File: src/rtl/utc_ldt_pkg.sv
// ----------------------------------------------------------------------------
// UTC to local day/time package
// Payload types, calendar constants and small lookup functions shared by the
// UTC date to local day number converter.
// ----------------------------------------------------------------------------
package utc_ldt_pkg;

  localparam int unsigned FirstYear   = 2000;
  localparam int unsigned LastYear    = 2099;
  localparam int unsigned SpanDays    = 36525;
  localparam int unsigned MinPerDay   = 24 * 60;
  localparam int signed   OffsetMin   = -48;
  localparam int signed   OffsetMax   = 56;
  // Reciprocal constants: x / 7 = (x * 37450) >> 18 for x below 43693,
  // and t / 60 = (t * 1093) >> 16 for t below 1440.
  localparam int unsigned Recip7      = 37450;
  localparam int unsigned Recip7Shift = 18;
  localparam int unsigned Recip60     = 1093;
  localparam int unsigned Recip60Shift = 16;
  localparam int unsigned WeekdayBase = 5;

  typedef struct packed {
    logic [13:0] utc_year;
    logic [3:0]  utc_month;
    logic [4:0]  utc_day;
    logic [4:0]  utc_hour;
    logic [5:0]  utc_minute;
    logic [5:0]  utc_second;
  } utc_in_t;

  typedef struct packed {
    logic        result_valid;
    logic [15:0] local_day_number;
    logic [2:0]  local_weekday;
    logic [4:0]  local_hour;
    logic [5:0]  local_minute;
    logic [5:0]  local_second;
  } utc_out_t;

  typedef enum logic [5:0] {
    StIdle  = 6'b000001,
    StYear  = 6'b000010,
    StDate  = 6'b000100,
    StShift = 6'b001000,
    StMul   = 6'b010000,
    StDone  = 6'b100000
  } utc_state_e;

  // Days in a month; February gets 29 in a leap year, invalid months get 0.
  function automatic logic [4:0] month_len(input logic [3:0] month, input logic leap);
    logic [4:0] len;
    unique case (month)
      4'd1, 4'd3, 4'd5, 4'd7, 4'd8, 4'd10, 4'd12: len = 5'd31;
      4'd4, 4'd6, 4'd9, 4'd11:                    len = 5'd30;
      4'd2:                                       len = leap ? 5'd29 : 5'd28;
      default:                                    len = 5'd0;
    endcase
    return len;
  endfunction

  // Days before the first of the month in a common year.
  function automatic logic [8:0] month_start(input logic [3:0] month);
    logic [8:0] days;
    unique case (month)
      4'd1:    days = 9'd0;
      4'd2:    days = 9'd31;
      4'd3:    days = 9'd59;
      4'd4:    days = 9'd90;
      4'd5:    days = 9'd120;
      4'd6:    days = 9'd151;
      4'd7:    days = 9'd181;
      4'd8:    days = 9'd212;
      4'd9:    days = 9'd243;
      4'd10:   days = 9'd273;
      4'd11:   days = 9'd304;
      4'd12:   days = 9'd334;
      default: days = 9'd0;
    endcase
    return days;
  endfunction

endpackage

File: src/rtl/utc_date_to_local_day_time.sv
// ----------------------------------------------------------------------------
// UTC date to local day number and time of day
// Converts a UTC calendar date and time to the local day number since
// 2000-01-01, weekday and local time, using a quarter-hour zone offset.
// ----------------------------------------------------------------------------
//
//  Channel | Direction | Handshake           | Payload
//  --------+-----------+---------------------+---------------------------
//  in      | input     | in_valid_i/in_stall_o   | in_data_i  (utc_in_t)
//  out     | output    | out_valid_o/out_stall_i | out_data_o (utc_out_t)
//  cfg     | input     | cfg_valid_i/cfg_ready_o | cfg_data_i (zone offset)
//
//  After its input transfer, a result passes the year loop (365 or 366 days added per
//  year, none for an invalid input or offset), then the date, shift, multiply and done
//  steps. The next input is taken in the cycle after the result is loaded.
//  The input is stalled from acceptance until the result is loaded into the
//  output register; a new transfer may be taken while that result still waits.
//  A stalled output holds the sequencer in its last step.
//  Reset clears the zone offset to 0 and empties the output register.
module utc_date_to_local_day_time
  import utc_ldt_pkg::*;
(
  input  logic            clk_i,
  input  logic            rst_ni,
  input  logic            in_valid_i,
  output logic            in_stall_o,
  input  utc_in_t         in_data_i,
  output logic            out_valid_o,
  input  logic            out_stall_i,
  output utc_out_t        out_data_o,
  input  logic            cfg_valid_i,
  output logic            cfg_ready_o,
  input  logic signed [6:0] cfg_data_i
);

  utc_state_e        state_q, state_d;
  utc_in_t           in_q;
  logic signed [6:0] off_q;
  logic [6:0]        cnt_q;
  logic [15:0]       acc_q;
  logic signed [12:0] total_q;
  logic              ok_q;
  logic [31:0]       mul_day_q;
  logic [21:0]       mul_min_q;
  utc_out_t          out_q;
  logic              out_valid_q;

  logic              in_accept;
  logic              out_free;
  logic [13:0]       year_off;
  logic [6:0]        yrs;
  logic              leap;
  logic              in_ok;
  logic [15:0]       dnum_date;
  logic signed [12:0] off15;
  logic signed [12:0] total_date;
  logic [15:0]       day_plus;
  logic [13:0]       quot7;
  logic [16:0]       times7;
  logic [16:0]       rem7;
  logic [4:0]        hour_loc;
  logic [12:0]       min_loc;
  utc_out_t          res;

  assign in_accept   = in_valid_i && !in_stall_o;
  assign in_stall_o  = (state_q != StIdle);
  assign out_free    = !out_valid_q || !out_stall_i;
  assign cfg_ready_o = 1'b1;
  assign out_valid_o = out_valid_q;
  assign out_data_o  = out_q;

  // Within 2000 to 2099 the leap rule reduces to a multiple of four.
  assign year_off = in_q.utc_year - 14'(FirstYear);
  assign yrs      = year_off[6:0];
  assign leap     = (yrs[1:0] == 2'b00);

  always_comb begin
    in_ok = 1'b1;
    if (in_q.utc_year < 14'(FirstYear) || in_q.utc_year > 14'(LastYear)) in_ok = 1'b0;
    if (in_q.utc_day == 5'd0 || in_q.utc_day > month_len(in_q.utc_month, leap)) in_ok = 1'b0;
    if (in_q.utc_hour >= 5'd24 || in_q.utc_minute >= 6'd60 || in_q.utc_second >= 6'd60) begin
      in_ok = 1'b0;
    end
    if (off_q < 7'(OffsetMin) || off_q > 7'(OffsetMax)) in_ok = 1'b0;
  end

  assign dnum_date = acc_q + 16'(month_start(in_q.utc_month)) + 16'(in_q.utc_day) - 16'd1
                   + 16'((in_q.utc_month > 4'd2) && leap);
  assign off15      = (13'(off_q) <<< 4) - 13'(off_q);
  assign total_date = (13'(in_q.utc_hour) <<< 6) - (13'(in_q.utc_hour) <<< 2)
                    + 13'(in_q.utc_minute) + off15;

  assign day_plus = acc_q + 16'(WeekdayBase);
  assign quot7    = mul_day_q[31:Recip7Shift];
  assign times7   = (17'(quot7) << 3) - 17'(quot7);
  assign rem7     = 17'(day_plus) - times7;
  assign hour_loc = mul_min_q[Recip60Shift +: 5];
  assign min_loc  = 13'(total_q) - ((13'(hour_loc) << 6) - (13'(hour_loc) << 2));

  always_comb begin
    res = '0;
    if (ok_q) begin
      res.result_valid     = 1'b1;
      res.local_day_number = acc_q;
      res.local_weekday    = rem7[2:0];
      res.local_hour       = hour_loc;
      res.local_minute     = min_loc[5:0];
      res.local_second     = in_q.utc_second;
    end
  end

  always_comb begin
    state_d = state_q;
    unique case (state_q)
      StIdle:  if (in_accept) state_d = StYear;
      StYear:  if (!in_ok || cnt_q == yrs) state_d = StDate;
      StDate:  state_d = StShift;
      StShift: state_d = StMul;
      StMul:   state_d = StDone;
      StDone:  if (out_free) state_d = StIdle;
      default: state_d = StIdle;
    endcase
  end

  always_ff @(posedge clk_i or negedge rst_ni) begin
    if (!rst_ni) begin
      state_q     <= StIdle;
      off_q       <= '0;
      out_valid_q <= 1'b0;
    end else begin
      state_q <= state_d;
      if (cfg_valid_i && cfg_ready_o) off_q <= cfg_data_i;
      if (state_q == StDone && out_free) begin
        out_valid_q <= 1'b1;
      end else if (!out_stall_i) begin
        out_valid_q <= 1'b0;
      end
    end
  end

  // Datapath; the accumulator acc_q is shared by the year loop, the date step and the day shift.
  always_ff @(posedge clk_i) begin
    unique case (state_q)
      StIdle: begin
        if (in_accept) begin
          in_q  <= in_data_i;
          cnt_q <= '0;
          acc_q <= '0;
        end
      end
      StYear: begin
        if (in_ok && cnt_q != yrs) begin
          acc_q <= acc_q + ((cnt_q[1:0] == 2'b00) ? 16'd366 : 16'd365);
          cnt_q <= cnt_q + 7'd1;
        end
      end
      StDate: begin
        ok_q    <= in_ok;
        acc_q   <= dnum_date;
        total_q <= total_date;
      end
      StShift: begin
        if (total_q < 0) begin
          if (acc_q == '0) begin
            ok_q <= 1'b0;
          end else begin
            acc_q   <= acc_q - 16'd1;
            total_q <= total_q + 13'(MinPerDay);
          end
        end else if (total_q >= 13'(MinPerDay)) begin
          acc_q   <= acc_q + 16'd1;
          total_q <= total_q - 13'(MinPerDay);
        end
      end
      StMul: begin
        ok_q      <= ok_q && (acc_q < 16'(SpanDays));
        mul_day_q <= 32'(day_plus) * 32'(Recip7);
        mul_min_q <= 22'(total_q[10:0]) * 22'(Recip60);
      end
      StDone: begin
        if (out_free) out_q <= res;
      end
      default: ;
    endcase
  end

  a_accept_starts: assert property (@(posedge clk_i) disable iff (!rst_ni)
    in_accept |=> state_q == StYear)
    else $error("accepted transfer did not start the year loop");

  a_year_bound: assert property (@(posedge clk_i) disable iff (!rst_ni)
    state_q == StYear |-> cnt_q <= 7'd100)
    else $error("year counter ran past the supported span");

  a_invalid_zero: assert property (@(posedge clk_i) disable iff (!rst_ni)
    out_valid_o && !out_data_o.result_valid |->
      out_data_o.local_day_number == '0 && out_data_o.local_weekday == '0 &&
      out_data_o.local_hour == '0 && out_data_o.local_minute == '0 &&
      out_data_o.local_second == '0)
    else $error("invalid result carries nonzero fields");

  a_valid_range: assert property (@(posedge clk_i) disable iff (!rst_ni)
    out_valid_o && out_data_o.result_valid |->
      out_data_o.local_day_number < 16'(SpanDays) && out_data_o.local_weekday < 3'd7 &&
      out_data_o.local_hour < 5'd24 && out_data_o.local_minute < 6'd60)
    else $error("valid result field out of range");

  a_load_when_free: assert property (@(posedge clk_i) disable iff (!rst_ni)
    state_q == StDone && !out_free |=> state_q == StDone && out_valid_q)
    else $error("result dropped while output was stalled");

endmodule

File: config.mk
export PLATFORM = sky130hd
export DESIGN_NAME = utc_date_to_local_day_time
export DESIGN_NICKNAME = d
export VERILOG_FILES = /design/src/rtl/utc_ldt_pkg.sv /design/src/rtl/utc_date_to_local_day_time.sv
export SDC_FILE = /design/constraint.sdc
export NUM_CORES = 1
export LEC_CHECK = 0
export BUFFER_PORTS_ARGS = -buffer_cell sky130_fd_sc_hd__buf_2
export CAP_MARGIN = 40
export CORE_ASPECT_RATIO = 0.75
export CORE_UTILIZATION = 53
export CTS_CLUSTER_DIAMETER = 150
export DETAILED_ROUTE_END_ITERATION = 10
export PLACE_DENSITY = 0.72
export SETUP_SLACK_MARGIN = 0.2
export SYNTH_ARGS = -nofsm -noshare
export SYNTH_HDL_FRONTEND = slang
export SYNTH_SLANG_ARGS = --single-unit
export TNS_END_PERCENT = 5
File: constraint.sdc
create_clock -name clk_i -period 13.55 [get_ports clk_i]
set_input_delay 2.0325 -clock clk_i [delete_from_list [all_inputs] [get_ports clk_i]]
set_output_delay 2.0325 -clock clk_i [all_outputs]
set_load 0.1 [all_outputs]
==> out/qor.txt <==
run status: complete, no violations
Setup CP Type: register to register
first-pass GRT wire length: 43760 um
final setup fails: 0
DP HPWL: 21290 um
CTS Sinks: 145
total stage count of the critical path: 23
core area: 23180 um^2
post-DR vias/cell: 5.420
clk root buf: clkbuf_16
vias: 8797
critical path fanouts, max: 5
count leader, synth: ha_1
Post-synth ARST share: 9.655%
gr ovfl total: 0
Worst Reg-to-Reg Cells: 23
Worst path most repeated cell: ha_1
row count: 48
post-synth top area share: 29.04%
Syn Area/Cell: 10.43 um^2
# fillers: 1956
highest metal used: met4
area leader, netlist: edfxtp_1
nets@finish: 1654
Area Overhead vs Synth: 11.28%
RSZ-0062 raised after global routing: false
Die Height: 135.6 um
Post-Route Skew: 0.01415 ns
Routed WL per cell: 16.42 um
Slew headroom: 44.06%
Hold Path Depth: 1
Worst-path clk slew: 0.07 ns
starting density of the core: 54.41%
die area: 24430 um^2
endpoint class of the critical path: register
post-synth cell types: 68
Worst Path Required: 13.74 ns
H-tree depth: 4
synth top area cells: edfxtp_1 (29%), ha_1 (24%), fa_1 (7.9%)
layout cells sized above 1: 11.26%
Final Wtd Congestion: 0.9092
Top FF cell, synth: edfxtp_1
startpoint types: register
post-route ant nets: 0
Hold Buf Count CTS: 0
Total GRT Usage: 23.14%
CTS resizes: 0
post-route clock period utilization: 41.41%
CTS Buf Count: 17
vias in the first global route: 8660
pin count of the biggest net entering global routing: 38
Port Buffer Count: 90
hold crit path type: register to register
Hold Vio Cnt, Final: 0
Post-synth EDFFs: 122
met1 wire length: 13590 um
mapped cell area: 12610 um^2
critical path buffer and inverter count: 4
Post-Syn Instances: 1210
Die W: 180.1 um
diode count: 0
initial antenna violation count: 0
Max-Cap Viols: 0
CP cell instances: ha_1 > nor2_1 > nor2_1 > and4_1 > xnor2_1 > ha_1 > ha_1 > ha_1 > inv_1 > fa_1 > inv_1 > fa_1 > inv_1 > fa_1 > inv_1 > ha_1 > a21o_1 > a21o_1 > a21oi_1 > o21ai_0 > nand2b_1 > a21oi_1 > xnor2_1
Yosys reg bits: 145
R2R Setup Slk: 7.94 ns
clk_lat worst skew: 0.45 ns
total wire length: 26650 um
first-pass detailed-route iteration total: 5
worst endpoint data arrival time: 5.80 ns
met3 WL: 1396 um
slowest stage cell, crit path: fa_1
Post-CTS Setup Bufs: 0
Seq/Total Area, Yosys: 33.26%
DRC: 0
number of I/O pins: 92
Synth Warn #: 0
Fin Setup TNS: 0 ns
final slew viol count: 0
Max Freq: 0.1782 GHz
Clock Path Buffers: 2
met2 routed WL: 11320 um
synth cell count leaders: ha_1 (242), inv_1 (184), edfxtp_1 (122)
CTS tree: done
cell family with most CP delay: adder cells
CP max stage delay: 0.53 ns
worst-margin pin slew: 0.8331 ns
Tmin final: 5.610 ns
syn_nets: 1554
Iter 0 DRT Violations: 639
[worst register-to-register path, cell delays in order (launching register included)]
cell and delay [ns]:
edfxtp_1 0.41, ha_1 0.23, nor2_1 0.07, nor2_1 0.28
and4_1 0.28, xnor2_1 0.20, ha_1 0.30, ha_1 0.27
ha_1 0.28, inv_1 0.05, fa_1 0.47, inv_1 0.05
fa_1 0.53, inv_1 0.05, fa_1 0.52, inv_1 0.04
ha_1 0.30, a21o_1 0.18, a21o_1 0.17, a21oi_1 0.13
o21ai_0 0.10, nand2b_1 0.18, a21oi_1 0.18, xnor2_1 0.08
[path summary, 6_finish.rpt]
kind	start	end
setup / recovery	acc_q[1]	mul_day_q[19]
hold / removal	in_q[1]	out_data_o[1]
setup reg to reg	acc_q[1]	mul_day_q[19]
hold reg to reg	in_q[1]	out_data_o[1]
max in group asynchronous	rst_ni	state_q[0]
min in group asynchronous	rst_ni	out_valid_o
[cell usage in the layout, fill, tap and decap left out, types with 4 or more instances in the layout]
cell | synthesis | routed
dfxtp_1 | 9 | 9
nor3_1 | 17 | 17
clkinv_8 | 0 | 5
a31oi_1 | 7 | 7
o22ai_1 | 15 | 15
o211ai_1 | 7 | 7
o21ai_0 | 46 | 46
and2_1 | 19 | 19
inv_8 | 0 | 6
or3_1 | 6 | 6
nor2b_1 | 12 | 12
or2_2 | 4 | 4
nand3b_1 | 6 | 6
and3_1 | 4 | 4
clkbuf_16 | 0 | 17
a21oi_1 | 60 | 59
a21o_1 | 26 | 26
nand2_1 | 49 | 49
buf_4 | 1 | 4
nand4_1 | 7 | 7
edfxtp_1 | 122 | 122
xor2_1 | 40 | 40
fa_1 | 50 | 50
o21a_1 | 10 | 10
ha_1 | 242 | 242
a211oi_1 | 5 | 5
nor2_1 | 74 | 74
xnor2_1 | 62 | 62
dfrtp_1 | 13 | 13
nand3_1 | 22 | 22
nor4_1 | 9 | 9
buf_2 | 1 | 90
inv_1 | 184 | 183
nand2b_1 | 12 | 12
[per-stage QoR]
| stage | hold slack, ns | std cells | setup slack (ns) | cell area, um^2 | utilization, % |
|---|---|---|---|---|---|
| 4_1_cts | 0.5473 | 1623 | 7.937 | 14040 | 60.55 |
| 6_report | 0.5402 | 1623 | 7.940 | 14040 | 60.55 |
| 3_3_place_gp | 0.5239 | 1590 | 8.017 | 13420 | 57.89 |
| 3_5_place_dp | 0.5284 | 1591 | 7.984 | 13430 | 57.92 |
| 5_1_grt | 0.5607 | 1623 | 7.564 | 14040 | 60.55 |
| 2_1_floorplan | 0.5026 | 1210 | 8.271 | 12610 | - |
[flip-flops by register name, indices dropped and copies added, names as in the netlist, named ones only]
name / flops
acc_q: 16
cnt_q: 7
in_q: 40
mul_day_q: 3
mul_min_q: 5
off_q: 7
ok_q: 1
out_data_o: 37
out_valid_o: 1
state_q: 6
total_q: 13
[final cells by class]
| type | count | area, um^2 | area share, % |
|---|---|---|---|
| timing repair buffer | 94 | 480.5 | 3.423 |
| clock buffer | 17 | 425.4 | 3.031 |
| multi-input combinational | 868 | 7686 | 54.76 |
| tap | 300 | 375.4 | 2.674 |
| clock inverter | 15 | 183.9 | 1.310 |
| inverter | 184 | 690.7 | 4.920 |
| sequential | 145 | 4195 | 29.89 |
[per-layer routing]
layer | GRT usage (%) | vias to the layer above
met3 | 4.866 | 27
met2 | 35.19 | 220
met1 | 33.65 | 4128
met5 | 0 | -
met4 | 5.651 | 0
li1 | - | 4422
[kinds of logic after synthesis]
kind of cell    Yosys count  share of synthesized area, %
fa+ha+maj               292                         31.94
flops                   145                         33.26
mux                       8                        0.7934
simple gates            253                         9.988
compound gates          211                         10.88
other cells               1                       0.02973
buf+inv                 197                         5.902
xor+xnor                103                         7.211
Power is not shown: default switching activity piles up to over one toggle a cycle in this logic, so the estimate is an artifact.
